===== src/design/v4a_pkg.sv =====
// shared types, opcodes and saturation helper for the 4-tuple vector alu
package v4a_pkg;

   localparam int unsigned WORD_W = 32;
   localparam int unsigned TOL_W  = 17;
   localparam int unsigned LANES  = 4;

   typedef logic signed [WORD_W-1:0] word_type;

   localparam word_type WORD_MAX = 32'sh7FFF_FFFF;
   localparam word_type WORD_MIN = 32'sh8000_0000;

   // operation codes carried in req_type
   typedef enum logic [3:0] {
      OP_CMP     = 4'd0,
      OP_ADD     = 4'd1,
      OP_SUB     = 4'd2,
      OP_MUL     = 4'd3,
      OP_NEG     = 4'd4,
      OP_SCALE   = 4'd5,
      OP_DIV     = 4'd6,
      OP_MAG     = 4'd7,
      OP_NORM    = 4'd8,
      OP_DOT     = 4'd9,
      OP_CROSS   = 4'd10,
      OP_REFLECT = 4'd11
   } op_type;

   // per-lane state of the restoring divider
   typedef struct packed {
      logic [LANES-1:0][WORD_W-1:0] rem;
      logic [LANES-1:0][WORD_W-1:0] nlo;
      logic [LANES-1:0][WORD_W-1:0] quo;
   } div_lanes_type;

   // clamp a wide signed value to the signed word range
   function automatic word_type sat_word(input logic signed [65:0] v);
      word_type r;
      if (v > 66'sd2147483647) begin
         r = WORD_MAX;
      end else if (v < -66'sd2147483648) begin
         r = WORD_MIN;
      end else begin
         r = word_type'(v[WORD_W-1:0]);
      end
      return r;
   endfunction

endpackage


===== src/design/v4a_div_step.sv =====
// one registered quotient-bit step of the four-lane restoring divider
module v4a_div_step (
   input  logic                        clock,
   input  logic                        en,
   input  logic [v4a_pkg::WORD_W-1:0]  dvs,
   input  v4a_pkg::div_lanes_type      d_in,
   output v4a_pkg::div_lanes_type      d_out
);
   import v4a_pkg::*;

   div_lanes_type lanes_ff;
   div_lanes_type lanes_in;

   // shift in the next dividend bit, subtract when it fits
   always_comb begin : step_comb
      logic [WORD_W:0] trial;
      logic [WORD_W:0] diff;
      logic            ge;
      lanes_in = d_in;
      for (int i = 0; i < LANES; i++) begin
         trial = {d_in.rem[i], d_in.nlo[i][WORD_W-1]};
         diff  = trial - {1'b0, dvs};
         ge    = (trial >= {1'b0, dvs});
         lanes_in.rem[i] = ge ? diff[WORD_W-1:0] : trial[WORD_W-1:0];
         lanes_in.nlo[i] = {d_in.nlo[i][WORD_W-2:0], 1'b0};
         lanes_in.quo[i] = {d_in.quo[i][WORD_W-2:0], ge};
      end
   end

   always_ff @(posedge clock) begin
      if (en) begin
         lanes_ff <= lanes_in;
      end
   end

   assign d_out = lanes_ff;

endmodule


===== config.mk =====
export PLATFORM = sky130hd
export DESIGN_NAME = v4a_div_step
export DESIGN_NICKNAME = d
export VERILOG_FILES = /design/src/design/v4a_pkg.sv /design/src/design/v4a_div_step.sv
export SDC_FILE = /design/constraint.sdc
export NUM_CORES = 1
export LEC_CHECK = 0
export ABC_CLOCK_PERIOD_IN_PS = 8500
export BUFFER_PORTS_ARGS = -buffer_cell sky130_fd_sc_hd__buf_4
export CORE_AREA = 4 4 312 314
export DETAILED_ROUTE_END_ITERATION = 6
export DIE_AREA = 0 0 316 318
export PLACE_DENSITY_LB_ADDON = 0.08
export SLEW_MARGIN = 40
export SYNTH_ARGS = -nofsm -noshare
export SYNTH_HDL_FRONTEND = slang
export SYNTH_SLANG_ARGS = --single-unit

===== constraint.sdc =====
create_clock -name clock -period 8.5 [get_ports clock]
set_input_delay 0.85 -clock clock [delete_from_list [all_inputs] [get_ports clock]]
set_output_delay 0.85 -clock clock [all_outputs]
set_load 0.05 [all_outputs]

After elaboration in Yosys (flattened, before gate mapping)
Cells that the tools add are included.
- word-level logic and storage cells: 24
- register bits after elaboration: 380
- output and inout bits: 384
- bits of input ports: 418
- muxes and demuxes: 4
- add/subtract/negate cells: 4
- magnitude comparators: 4
- operators with widths (kind ; count):
    33-bit by 32-bit >= comparator with 1-bit output ; 4
    32-bit two-way mux ; 4
    32-bit subtractor ; 4

Logic depth before layout (Yosys ltp)
- depth in word-level cells: 2
- gate-level depth with buffers: 13
- gate-level depth less buffers: 11

Worst setup path before layout
Ideal clock, no wire load.
- kind: input-to-reg
- start: input port dvs[10] in the netlist's numbering
- end: register lanes_ff (netlist bit d_out[281]) (data pin)
- path slack: 4959 ps
- data required time: 8240 ps
- buffers on the path: 1
- stages: 11
- setup time: 260 ps
- data arrival time: 3281 ps
- path through: inv_1 > ha_1 > a211oi_2 > o21bai_1 > or4_4 > o21ba_2 > o21bai_4 > nand2_2 > a21oi_4 > buf_4 > mux2_2
- RTL lines (what ; line ; source):
    start, declared ; v4a_div_step.sv:5 ; input logic [v4a_pkg::WORD_W-1:0] dvs,
    end signal, assigned ; v4a_div_step.sv:32 ; lanes_ff <= lanes_in;
    end, declared ; v4a_div_step.sv:11 ; div_lanes_type lanes_ff;

==> reports/qor_table.md <==
| Parameter | This run |
| --- | --- |
| Outcome | completed |
| Cell type contributing the most total cell area after synthesis | edfxtp_1 |
| Area of all sequential standard cells | 11400 sq um |
| Clock sinks | 380 |
| Die ar. | 100000 sq um |
| Type of origin of the critical path | input port |
| Remaining global-route overflow | 0 |
| Slew Limit Fails | 0 |
| Total routed wirelength | 95300 um |
| Final number of setup-violating endpoints | 0 |
| Required @ worst endpoint | 8.84 ns |
| Highest Clock Rate | 227 MHz |
| Synth-to-Final Area Change | 45.9% |
| Worst min path class | input port to register |
| Sequential-to-total area share from yosys stat | 56.8% |
| Maximum number of pins on one net before global-route repair | 148 |
| Half-perimeter wire length of the detailed placement result | 76100 um |
| I/O pins | 802 |
| Share of the cycle needed by the critical path after routing | 51.7% |
| Summed instance area of the synthesized netlist | 20100 sq um |
| TritonCTS clock tree | built |
| Ratio of total power to cell area | 231 nW/um^2 |
| Max transition margin | 50.8% |
| ANT nets after route | 0 |
| Vias per inst | 4.44 |
| Number of synthesized register bits | 380 |
| Setup total negative slack | 0 ns |
| Router iterations before antenna repair | 6 |
| Number of rows created at floorplan | 113 |
| Endpoints failing hold | 0 |
| GRT Resource Usage Total | 18.0% |
| Fillers | 9766 |
| Final weighted congestion of routability-driven global placement | 0.818 |
| Initial core utilization | 21.2% |
| Arrival time at the worst endpoint | 4.74 ns |
| Resized cells post-CTS | 0 |
| Number of enable flip-flop cells after synthesis | 380 |
| Max FFs per register | 380 |
| Count of unique library cells instantiated by Yosys | 76 |
| Post-synthesis instance total | 1662 |
| Number of DRC markers after the initial detailed-route iteration | 1214 |
| CTS Buf Count | 50 |
| Ys async rst share | 0% |
| Type of destination of the critical path | register |
| Dominant cells by area after synthesis | edfxtp_1 (57%), ha_1 (8.0%), a21oi_1 (4.0%) |
| Main flop type after synthesis | edfxtp_1 |
| Worst IR Drop VDD | 0.105 mV |
| Antenna violations before repair | 30 |
| Total vias in the final route | 16700 |
| Number of global-route vias before repair | 16900 |
| Hold Crit Start | d_in[117] |
| Worst Path Class, Setup | input port to register |
| Max Fanout on Critical Path | 33 |
| Wirelength per Cell | 25.3 um |
| Fraction of the core area covered by cells at the end of the flow | 31.0% |
| Die Span X | 316 um |
| End point of the worst hold path | d_out[118]$_DFFE_PP_ |
| Cell with the most instances after synthesis | edfxtp_1 |
| Core region area | 94600 sq um |
| Hold-fix buffers, CTS | 0 |
| Leakage | 12.3 nW |
| Maximum root-to-sink buffer count | 3 |
| Multi-input combinational cell area | 8150 sq um |
| Proportion of netlist area held by the largest area contributor | 56.8% |
| First-pass GRT wire length | 129000 um |
| Number of design rule violations left after detail routing | 0 |
| Unrepaired setup endpoints after global routing | false |
| Overall power after layout | 6.76 mW |
| Buffers inserted during post-CTS setup optimization | 0 |
| Post-Syn Area per Cell | 12.1 sq um |
| Min Clock Period, post-route | 4.40 ns |
| Fraction of final layout cells with drive strength greater than 1 | 38.7% |
| Clock root cell | clkbuf_16 |
| Yosys warnings | 0 |
| Transition at the pin with the smallest max-transition slack | 0.728 ns |
| Worst-path clk slew | 0.06 ns |
| Worst Hold Depth | 1 |
| Max-cap violations | 0 |
| Top cells by count, synth | edfxtp_1 (380), a21oi_1 (162), nor2_1 (139) |
| Port Buf Inserts | 793 |
| Final net count | 3005 |
| CTS HTree Levels | 2 |
| Die Y-Extent | 318 um |
-- layer usage --
layer  routed length, um  track usage (%)
met2               46300             30.8
met4                2890             5.59
met1               36400             20.5
met3                9460             7.07
met5                 240                0
-- power breakdown --
| part | internal, mW | switching [mW] | leakage (nW) |
|---|---|---|---|
| logic | 0.687 | 1.39 | 7.69 |
| registers | 2.31 | 0.0628 | 3.72 |
| clock network | 1.40 | 0.901 | 0.854 |
-- cells by family (layout without fill, tap and decap cells) --
family	count (synthesis)	count (layout)	synth area share, %
AO/OA/AOI/OAI	469	469	15.1
buffers and inverters	128	959	2.70
AND/OR/NAND/NOR	395	395	9.43
XOR/XNOR	97	97	4.23
other	1	12	0.0187
adder cells (fa/ha/maj)	132	132	8.37
flip-flops	380	380	56.8
multiplexers	60	60	3.35
-- metrics by stage --
stage | instances | hold slack [ns] | area (sq um) | worst slack, ns
final | 3769 | 0.408 | 29300 | 4.10
after global routing | 3763 | 0.362 | 29300 | 3.85
after CTS | 3759 | 0.361 | 29200 | 4.07
after detailed placement | 3666 | 1.03 | 27500 | 3.43
after global placement | 3663 | 1.03 | 27400 | 3.43
after floorplan | 1665 | 0.949 | 20100 | 4.96
-- placed cells by master, fill, tap and decap left out, drive strengths merged, types with 25 or more instances in the layout --
master / synthesis / final
buf: 23 / 802
edfxtp: 380 / 380
a21oi: 164 / 164
nor2: 139 / 139
ha: 128 / 128
nand2: 90 / 90
o21ai: 80 / 80
inv: 64 / 67
mux2: 57 / 57
clkbuf: 41 / 57
xnor2: 56 / 56
a21o: 53 / 53
xor2: 41 / 41
nand3: 40 / 40
o21a: 27 / 27
nand4: 25 / 25
-- layout make-up --
cell class,instances,area share (%)
sequential,380,38.9
multi-input combinational,1157,27.8
timing repair buffer,802,20.9
tap,1265,5.40
clock buffer,57,4.43
clock inverter,36,1.55
inverter,64,0.828
antenna,8,0.0683
-- worst max-delay path by stage --
stage             from  depth (start not counted)  slack (ns)                    to
2_1_floorplan  dvs[10]                         11        4.96  d_out[281]$_DFFE_PP_
3_5_place_dp    dvs[1]                         11        3.43  d_out[346]$_DFFE_PP_
6_report       dvs[10]                         11        4.10  d_out[366]$_DFFE_PP_
4_1_cts         dvs[1]                         11        4.07  d_out[324]$_DFFE_PP_
5_1_grt        dvs[10]                         11        3.85  d_out[324]$_DFFE_PP_
3_3_place_gp   dvs[10]                         11        3.43  d_out[360]$_DFFE_PP_
-- worst max-delay path, cell delays in order --
cell,delay (ns)
buf_4,0.11
inv_1,0.48
ha_1,0.34
nand4_1,0.16
or4_1,0.60
o31ai_1,0.29
nor3_1,0.11
a31oi_1,0.23
nand3_1,0.43
inv_2,0.72
mux2_2,0.41
Note: power is estimated with default switching activity, not from simulation.
